## src/mvhp_pkg.sv

```systemverilog
// Shared types, start codes and helpers of the video header parser.
package mvhp_pkg;

	// Start code values (byte after the 00 00 01 prefix)
	localparam logic [7:0] CODE_PICTURE    = 8'h00;
	localparam logic [7:0] CODE_SEQUENCE   = 8'hb3;
	localparam logic [7:0] CODE_EXTENSION  = 8'hb5;
	localparam logic [7:0] CODE_GOP        = 8'hb8;
	localparam logic [7:0] CODE_SLICE_LAST = 8'haf;

	// Prefix bytes
	localparam logic [7:0] PREFIX_ZERO = 8'h00;
	localparam logic [7:0] PREFIX_ONE  = 8'h01;

	// Extension identifiers
	localparam logic [3:0] EXT_SEQUENCE       = 4'h1;
	localparam logic [3:0] EXT_DISPLAY        = 4'h2;
	localparam logic [3:0] EXT_PICTURE_CODING = 4'h8;

	localparam logic [7:0] COLOUR_UNSPECIFIED = 8'd2;
	localparam logic [2:0] PIC_TYPE_I         = 3'd1;
	localparam logic [2:0] PIC_TYPE_NONE      = 3'd0;

	// Repeat codes
	localparam logic [2:0] REPEAT_NONE   = 3'd0;
	localparam logic [2:0] REPEAT_NORMAL = 3'd1;
	localparam logic [2:0] REPEAT_TWO    = 3'd2;
	localparam logic [2:0] REPEAT_THREE  = 3'd3;
	localparam logic [2:0] REPEAT_FIVE   = 3'd5;

	typedef enum logic [1:0] {
		ORDER_UNKNOWN      = 2'd0,
		ORDER_PROGRESSIVE  = 2'd1,
		ORDER_TOP_FIRST    = 2'd2,
		ORDER_BOTTOM_FIRST = 2'd3
	} scan_parity_t;

	// Payload bytes each header needs before it is evaluated
	localparam logic [2:0] LEFT_PICTURE  = 3'd2;
	localparam logic [2:0] LEFT_SEQUENCE = 3'd3;
	localparam logic [2:0] LEFT_EXT_ID   = 3'd1;
	localparam logic [2:0] LEFT_SEQ_EXT  = 3'd3;
	localparam logic [2:0] LEFT_DISPLAY  = 3'd4;
	localparam logic [2:0] LEFT_PIC_EXT  = 3'd5;
	localparam logic [2:0] LEFT_GOP      = 3'd4;

	// Window geometry: code byte up to five bytes back, five payload bytes
	localparam int HIST_DEPTH  = 6;
	localparam int MARK_DEPTH  = 5;
	localparam int PAYLOAD_LEN = 5;
	localparam logic [2:0] SCAN_MIN_BYTES = 3'd4;

	typedef struct packed {
		logic [7:0] data_byte;
		logic       last_byte;
	} in_item_t;

	typedef struct packed {
		logic [2:0]  picture_type;
		logic        intra_entry;
		logic        closed_gop_mark;
		logic [13:0] frame_width;
		logic [13:0] frame_height;
		logic [2:0]  repeat_count;
		logic [1:0]  scan_parity;
		logic        progressive_frame_mark;
		logic [7:0]  colour_space;
	} out_item_t;

	typedef struct packed {
		logic seq;
		logic gop;
		logic closed;
		logic stopped;
	} buf_flags_t;

	typedef struct packed {
		logic [2:0] pic_type;
		logic       key;
		logic       closed_mark;
		logic [2:0] rep_count;
		logic [1:0] order;
		logic       frame_mark;
		logic [7:0] colour;
	} acc_t;

	typedef struct packed {
		logic [13:0] width;
		logic [13:0] height;
		logic        prog_seq;
	} stored_t;

	// One code to evaluate this cycle, with its payload window
	typedef struct packed {
		logic                        valid;
		logic [7:0]                  code;
		logic [PAYLOAD_LEN-1:0][7:0] payload;
		logic [2:0]                  left;
	} eval_req_t;

	function automatic acc_t acc_clear();
		acc_t a;
		a.pic_type    = PIC_TYPE_NONE;
		a.key         = 1'b0;
		a.closed_mark = 1'b0;
		a.rep_count   = REPEAT_NONE;
		a.order       = ORDER_UNKNOWN;
		a.frame_mark  = 1'b0;
		a.colour      = COLOUR_UNSPECIFIED;
		return a;
	endfunction

endpackage

```

## src/mpeg_video_header_parser_unit.sv

```systemverilog
// Top level of the video start code header parser: one buffer byte per item.
// Path: the input register takes each byte; the result register loads when a last byte leaves it.
// Throughput: one byte per cycle unless a last byte waits on a full result register; one input and one result register.
// A full result register holds only the last byte of the next buffer, other bytes keep moving.
// Reset (arst_n low, asynchronous) clears window, flags, stored size and both valid bits.
module mpeg_video_header_parser_unit (
	input  logic                clk,
	input  logic                arst_n,
	input  logic                in_valid,
	output logic                in_ready,
	input  mvhp_pkg::in_item_t  in_data,
	output logic                out_valid,
	input  logic                out_ready,
	output mvhp_pkg::out_item_t out_data
);
	import mvhp_pkg::*;

	// Input register
	logic      valid_s1;
	in_item_t  item_s1;

	// Result register
	logic      out_valid_q;
	out_item_t out_data_q;

	// Parser state
	buf_flags_t flags_q;
	buf_flags_t flags_n;
	acc_t       acc_q;
	acc_t       acc_n;
	stored_t    stored_q;
	stored_t    stored_n;
	eval_req_t  req;
	logic       step;

	// Advance the registered byte unless it is a last byte facing a full result register
	assign step     = valid_s1 && (!item_s1.last_byte || !out_valid_q || out_ready);
	assign in_ready = !valid_s1 || step;

	assign out_valid = out_valid_q;
	assign out_data  = out_data_q;

	always_ff @(posedge clk or negedge arst_n) begin
		if (!arst_n)
			valid_s1 <= 1'b0;
		else if (in_ready)
			valid_s1 <= in_valid;
	end

	always_ff @(posedge clk) begin
		if (in_valid && in_ready)
			item_s1 <= in_data;
	end

	// Window and code selection
	mvhp_scan u_scan (
		.clk         (clk),
		.arst_n      (arst_n),
		.step        (step),
		.item        (item_s1),
		.stopped_next(flags_n.stopped),
		.req         (req)
	);

	// Header decode of the selected code
	mvhp_hdr u_hdr (
		.req     (req),
		.flags   (flags_q),
		.stored  (stored_q),
		.acc     (acc_q),
		.flags_n (flags_n),
		.stored_n(stored_n),
		.acc_n   (acc_n)
	);

	// Keep size and progressive flag across buffers; clear per-buffer state at buffer end
	always_ff @(posedge clk or negedge arst_n) begin
		if (!arst_n) begin
			stored_q <= '0;
			flags_q  <= '0;
			acc_q    <= acc_clear();
		end else if (step) begin
			stored_q <= stored_n;
			if (item_s1.last_byte) begin
				flags_q <= '0;
				acc_q   <= acc_clear();
			end else begin
				flags_q <= flags_n;
				acc_q   <= acc_n;
			end
		end
	end

	always_ff @(posedge clk or negedge arst_n) begin
		if (!arst_n)
			out_valid_q <= 1'b0;
		else if (step && item_s1.last_byte)
			out_valid_q <= 1'b1;
		else if (out_ready)
			out_valid_q <= 1'b0;
	end

	// Load the buffer summary with the updates of the last byte folded in
	always_ff @(posedge clk) begin
		if (step && item_s1.last_byte) begin
			out_data_q.picture_type           <= acc_n.pic_type;
			out_data_q.intra_entry            <= acc_n.key;
			out_data_q.closed_gop_mark        <= acc_n.closed_mark;
			out_data_q.frame_width            <= stored_n.width;
			out_data_q.frame_height           <= stored_n.height;
			out_data_q.repeat_count           <= acc_n.rep_count;
			out_data_q.scan_parity            <= acc_n.order;
			out_data_q.progressive_frame_mark <= acc_n.frame_mark;
			out_data_q.colour_space           <= acc_n.colour;
		end
	end

	// A processed last byte always lands in the result register
	a_last_gives_result: assert property (@(posedge clk) disable iff (!arst_n)
		(step && item_s1.last_byte) |=> out_valid_q)
		else $error("last byte did not produce a result");

	// Per-buffer state starts clean after every buffer end
	a_clear_after_last: assert property (@(posedge clk) disable iff (!arst_n)
		(step && item_s1.last_byte) |=>
			(flags_q == '0) && (acc_q.colour == COLOUR_UNSPECIFIED) &&
			(acc_q.pic_type == PIC_TYPE_NONE))
		else $error("buffer state not cleared after last byte");

	// Ordinary bytes never stall
	a_plain_byte_moves: assert property (@(posedge clk) disable iff (!arst_n)
		(valid_s1 && !item_s1.last_byte) |-> (step && in_ready))
		else $error("non-final byte stalled");

	// Persistent size changes only when a byte is processed
	a_size_hold: assert property (@(posedge clk) disable iff (!arst_n)
		!step |=> $stable(stored_q))
		else $error("stored size changed without a processed byte");

endmodule

```

## src/mvhp_scan.sv

```systemverilog
// Byte window, start code detection and selection of the code to evaluate.
module mvhp_scan (
	input  logic               clk,
	input  logic               arst_n,
	input  logic               step,
	input  mvhp_pkg::in_item_t item,
	input  logic               stopped_next,
	output mvhp_pkg::eval_req_t req
);
	import mvhp_pkg::*;

	logic [7:0]            hist_q [HIST_DEPTH-1];
	logic [7:0]            hist_n [HIST_DEPTH];
	logic [MARK_DEPTH-1:0] marks_q;
	logic [2:0]            cnt_q;
	logic [2:0]            cnt_n;
	logic [2:0]            sel_k;
	logic                  found;

	always_comb begin
		hist_n[0] = item.data_byte;
		for (int i = 1; i < HIST_DEPTH; i++)
			hist_n[i] = hist_q[i-1];
		cnt_n = (cnt_q >= SCAN_MIN_BYTES) ? cnt_q : cnt_q + 3'd1;
	end

	// Oldest pending code first; codes lie at least four bytes apart
	always_comb begin
		sel_k = 3'd0;
		if (marks_q[4])
			sel_k = 3'd5;
		else if (item.last_byte) begin
			if (marks_q[3])
				sel_k = 3'd4;
			else if (marks_q[2])
				sel_k = 3'd3;
			else if (marks_q[1])
				sel_k = 3'd2;
		end
	end

	always_comb begin
		req.valid = (sel_k != 3'd0);
		req.left  = sel_k;
		case (sel_k)
			3'd5: begin
				req.code    = hist_n[5];
				req.payload = {hist_n[0], hist_n[1], hist_n[2], hist_n[3], hist_n[4]};
			end
			3'd4: begin
				req.code    = hist_n[4];
				req.payload = {8'd0, hist_n[0], hist_n[1], hist_n[2], hist_n[3]};
			end
			3'd3: begin
				req.code    = hist_n[3];
				req.payload = {16'd0, hist_n[0], hist_n[1], hist_n[2]};
			end
			3'd2: begin
				req.code    = hist_n[2];
				req.payload = {24'd0, hist_n[0], hist_n[1]};
			end
			default: begin
				req.code    = 8'd0;
				req.payload = '0;
			end
		endcase
	end

	assign found = !stopped_next && (cnt_n >= SCAN_MIN_BYTES) &&
		(hist_n[3] == PREFIX_ZERO) && (hist_n[2] == PREFIX_ZERO) &&
		(hist_n[1] == PREFIX_ONE) && !(|marks_q[2:0]);

	always_ff @(posedge clk or negedge arst_n) begin
		if (!arst_n) begin
			for (int i = 0; i < HIST_DEPTH-1; i++)
				hist_q[i] <= 8'd0;
			marks_q <= '0;
			cnt_q   <= 3'd0;
		end else if (step) begin
			if (item.last_byte) begin
				for (int i = 0; i < HIST_DEPTH-1; i++)
					hist_q[i] <= 8'd0;
				marks_q <= '0;
				cnt_q   <= 3'd0;
			end else begin
				for (int i = 0; i < HIST_DEPTH-1; i++)
					hist_q[i] <= hist_n[i];
				marks_q <= {marks_q[MARK_DEPTH-2:0], found};
				cnt_q   <= cnt_n;
			end
		end
	end

endmodule

```

## src/mvhp_hdr.sv

```systemverilog
// Header decode: applies one start code and its payload to the parser state.
module mvhp_hdr (
	input  mvhp_pkg::eval_req_t  req,
	input  mvhp_pkg::buf_flags_t flags,
	input  mvhp_pkg::stored_t    stored,
	input  mvhp_pkg::acc_t       acc,
	output mvhp_pkg::buf_flags_t flags_n,
	output mvhp_pkg::stored_t    stored_n,
	output mvhp_pkg::acc_t       acc_n
);
	import mvhp_pkg::*;

	logic [3:0] ext_id;
	logic [2:0] pt;
	logic [1:0] hx;
	logic [1:0] vx;
	logic       tff;
	logic       rff;
	logic       pf;

	always_comb begin
		flags_n  = flags;
		stored_n = stored;
		acc_n    = acc;
		ext_id   = req.payload[0][7:4];
		pt       = req.payload[1][5:3];
		hx       = {req.payload[1][0], req.payload[2][7]};
		vx       = req.payload[2][6:5];
		tff      = req.payload[3][7];
		rff      = req.payload[3][1];
		pf       = req.payload[4][7];
		if (req.valid && !flags.stopped) begin
			if (req.code == CODE_PICTURE) begin
				if (req.left >= LEFT_PICTURE) begin
					acc_n.pic_type    = pt;
					acc_n.key         = ((pt == PIC_TYPE_I) && flags.seq) || flags.gop;
					acc_n.closed_mark = flags.closed;
				end
			end else if (req.code == CODE_SEQUENCE) begin
				if (req.left >= LEFT_SEQUENCE) begin
					flags_n.seq     = 1'b1;
					stored_n.width  = {2'b00, req.payload[0], req.payload[1][7:4]};
					stored_n.height = {2'b00, req.payload[1][3:0], req.payload[2]};
				end
			end else if (req.code == CODE_EXTENSION) begin
				if (req.left >= LEFT_EXT_ID) begin
					unique case (ext_id)
						EXT_SEQUENCE: begin
							if (req.left >= LEFT_SEQ_EXT) begin
								// add size extension only on a known base size
								if ((|stored.width) && (|stored.height)) begin
									stored_n.width  = stored.width | {hx, 12'd0};
									stored_n.height = stored.height | {vx, 12'd0};
								end
								stored_n.prog_seq = req.payload[1][3];
							end
						end
						EXT_DISPLAY: begin
							if (req.payload[0][0] && (req.left >= LEFT_DISPLAY))
								acc_n.colour = req.payload[3];
						end
						EXT_PICTURE_CODING: begin
							if (req.left >= LEFT_PIC_EXT) begin
								acc_n.rep_count = REPEAT_NORMAL;
								if (rff) begin
									if (stored.prog_seq)
										acc_n.rep_count = tff ? REPEAT_FIVE : REPEAT_THREE;
									else if (pf)
										acc_n.rep_count = REPEAT_TWO;
								end
								if (stored.prog_seq) begin
									acc_n.order      = ORDER_PROGRESSIVE;
									acc_n.frame_mark = 1'b0;
								end else begin
									acc_n.order      = tff ? ORDER_TOP_FIRST : ORDER_BOTTOM_FIRST;
									acc_n.frame_mark = pf;
								end
							end
						end
						default: begin
						end
					endcase
				end
			end else if (req.code == CODE_GOP) begin
				if (req.left >= LEFT_GOP) begin
					flags_n.gop    = 1'b1;
					flags_n.closed = req.payload[3][6];
				end
			end else if (req.code <= CODE_SLICE_LAST) begin
				// slice code: drop everything else in this buffer
				flags_n.stopped = 1'b1;
			end
		end
	end

endmodule
```

## config.mk

```make
export PLATFORM = sky130hd
export DESIGN_NAME = mpeg_video_header_parser_unit
export DESIGN_NICKNAME = d
export VERILOG_FILES = /design/src/mvhp_pkg.sv /design/src/mpeg_video_header_parser_unit.sv /design/src/mvhp_scan.sv /design/src/mvhp_hdr.sv
export SDC_FILE = /design/constraint.sdc
export NUM_CORES = 1
export LEC_CHECK = 0
export BUFFER_PORTS_ARGS = -buffer_cell sky130_fd_sc_hd__buf_2
export CORE_ASPECT_RATIO = 1.2
export CORE_UTILIZATION = 55
export CTS_CLUSTER_SIZE = 40
export DETAILED_ROUTE_END_ITERATION = 7
export PLACE_DENSITY = 0.73
export SLEW_MARGIN = 30
export SYNTH_ARGS = -nofsm -noshare
export SYNTH_HDL_FRONTEND = slang
export SYNTH_HIERARCHICAL = 1
export SYNTH_SLANG_ARGS = --single-unit
```

## constraint.sdc

```tcl
create_clock -name clk -period 6.9 [get_ports clk]
set_clock_uncertainty 0.2 [all_clocks]
set_input_delay 1.38 -clock clk [delete_from_list [all_inputs] [get_ports clk]]
set_output_delay 1.38 -clock clk [all_outputs]
set_load 0.02 [all_outputs]
```

==> metrics.txt <==
most common cell after layout, fill and taps aside dfrtp_1; Syn Area/Cell between 10 and 15 um2; Period minus WS final 4.59 ns; hold slack 0.296 ns; CTS tree built; layout cells sized above 1 0.206; worst r2r src u_scan/marks_q[4]; reg2reg end acc_q[13]; IO Count 62; fin crit share 0.665; vias in the first global route 5975; register area 4240 um2; Ys Warns 6; crit path DAT 4.70 ns; placed instance count 954; Inserted Diodes 0; Worst Hold Class reg -> reg; fmax 218 MHz; Cell Area, Synth 8280 um2; reg2reg path depth 8; worst vdd ir 0.000168 V; fin util 0.633; clk slew on worst S/H paths approximately 0.07 ns; drt wl/cell between 20 and 25 um; die height 136 um; DR pass1 iterations 6; Final setup viols 0; antenna violations before repair 0; RSZ-0062 raised after global routing false; Leak 3.70 nW; Critical Path End Type flop; Required @ worst endpoint 7.01 ns; routed wire length 20.7 mm; cts hold-fix bufs 0; CP Class reg -> reg; CP Max Fanout 29; CTS-repair resized insts 0; WHS Endpoint acc_q[1]; commonest non-fill, non-tap cells in the layout dfrtp_1 (100), buf_2 (60), edfxtp_1 (56), a221o_1 (54), o21ai_0 (53); IO buf count 61; drc violations 0; Cells after Synth 744; final slew viol count 0; Initial Utilization 0.569; outcome completed; Vias/cell around 6.3; Critical Path Source Type flop; Rows between 40 and 50; area of the multi-input gates 3550 um2; worst reg2reg setup slack 2.31 ns; power after layout between 2 and 2.5 mW; Worst Min Path Start acc_q[1]; FILL cells 1165; CTS Buffer Depth 2; Post-Syn Nets 759; max-cap violations 0; DIE AREA between 15000 and 20000 um2; hold depth 2; Sink Count 158; GR Overflow Total 0; postcts setup bufs 0; via count 6199; Final Non-Filler Cells 986; first-pass GRT wire length approximately 33 mm; total track usage 0.280; worst skew pair latency between 0.4 and 0.5 ns; Final nets 788; worst slew pin tran just over 0.9 ns; root buf cell clkbuf_16; largest net degree at the start of global routing 86; Routed Antenna Nets 0; Detailed Place HPWL roughly 13 mm; PD cells 262 nW/um2; DR iter-0 viols 709; routability congestion estimate between 0.9 and 1; Die Wd 114 um; htree depth 4; Hold Fails Final Rpt 0; core area 14500 um2; Slew HR 0.373; area delta synth->final 11.1%; CTS Buf Count 17; Fin Setup TNS 0 ns
==> report_power, final <==
part / leakage (nW) / internal, mW / switching (mW) / total (mW)
combinational: 1.54 / 0.140 / 0.194 / 0.335
sequential: 1.90 / 1.09 / 0.108 / 1.19
clock: 0.265 / 0.470 / 0.412 / 0.882
==> critical path, stage by stage, from the launching register on <==
cell     delay (ns)
dfrtp_1        0.69
or3b_4         0.56
nor3_4         0.68
a221o_1        0.34
nor3b_2        0.24
nand4_1        0.18
nor4b_2        0.80
mux2_2         0.44
a221o_1        0.33
==> through the flow <==
step | area (um2) | setup WS (ns)
after global placement | 8610 | 2.36
after global routing | 9200 | 2.15
final | 9200 | 2.31
after floorplan | 8280 | 2.63
after detailed placement | 8640 | 2.41
after CTS | 9200 | 2.39
==> state kept, by name (all words and copies together), names as in the netlist <==
| register | cells |
|---|---|
| acc_q | 19 |
| flags_q | 4 |
| item_s1 | 9 |
| out_data | 47 |
| out_valid | 1 |
| stored_q | 29 |
| u_scan/cnt_q | 3 |
| u_scan/hist_n | 40 |
| u_scan/marks_q | 5 |
| valid_s1 | 1 |
==> final cells by class <==
cell class                      count  share of cell area
Clock buffer                       17              0.0462
Clock inverter                     15              0.0146
Inverter                           51              0.0208
Multi-Input combinational cell    473               0.386
Sequential cell                   158               0.461
Tap cell                          200              0.0272
Timing Repair Buffer               72              0.0446
==> worst max-delay path by stage <==
stage | start | to | slack [ns]
6_report | u_scan/marks_q[4] | acc_q[13] | 2.31
5_1_grt | item_s1[0] | acc_q[10] | 2.15
4_1_cts | item_s1[0] | acc_q[13] | 2.39
3_5_place_dp | item_s1[0] | acc_q[3] | 2.41
3_3_place_gp | u_scan/marks_q[4] | acc_q[4] | 2.36
2_1_floorplan | out_ready | out_data[0] | 2.63
==> layer usage <==
metal	GRT usage	routed length (um)	up-vias
li1	-	-	2836
met1	0.382	8840	3081
met2	0.442	10100	243
met3	0.0544	1110	39
met4	0.108	577	0
met5	0	0	-
Note: power is estimated with default switching activity, not from simulation.
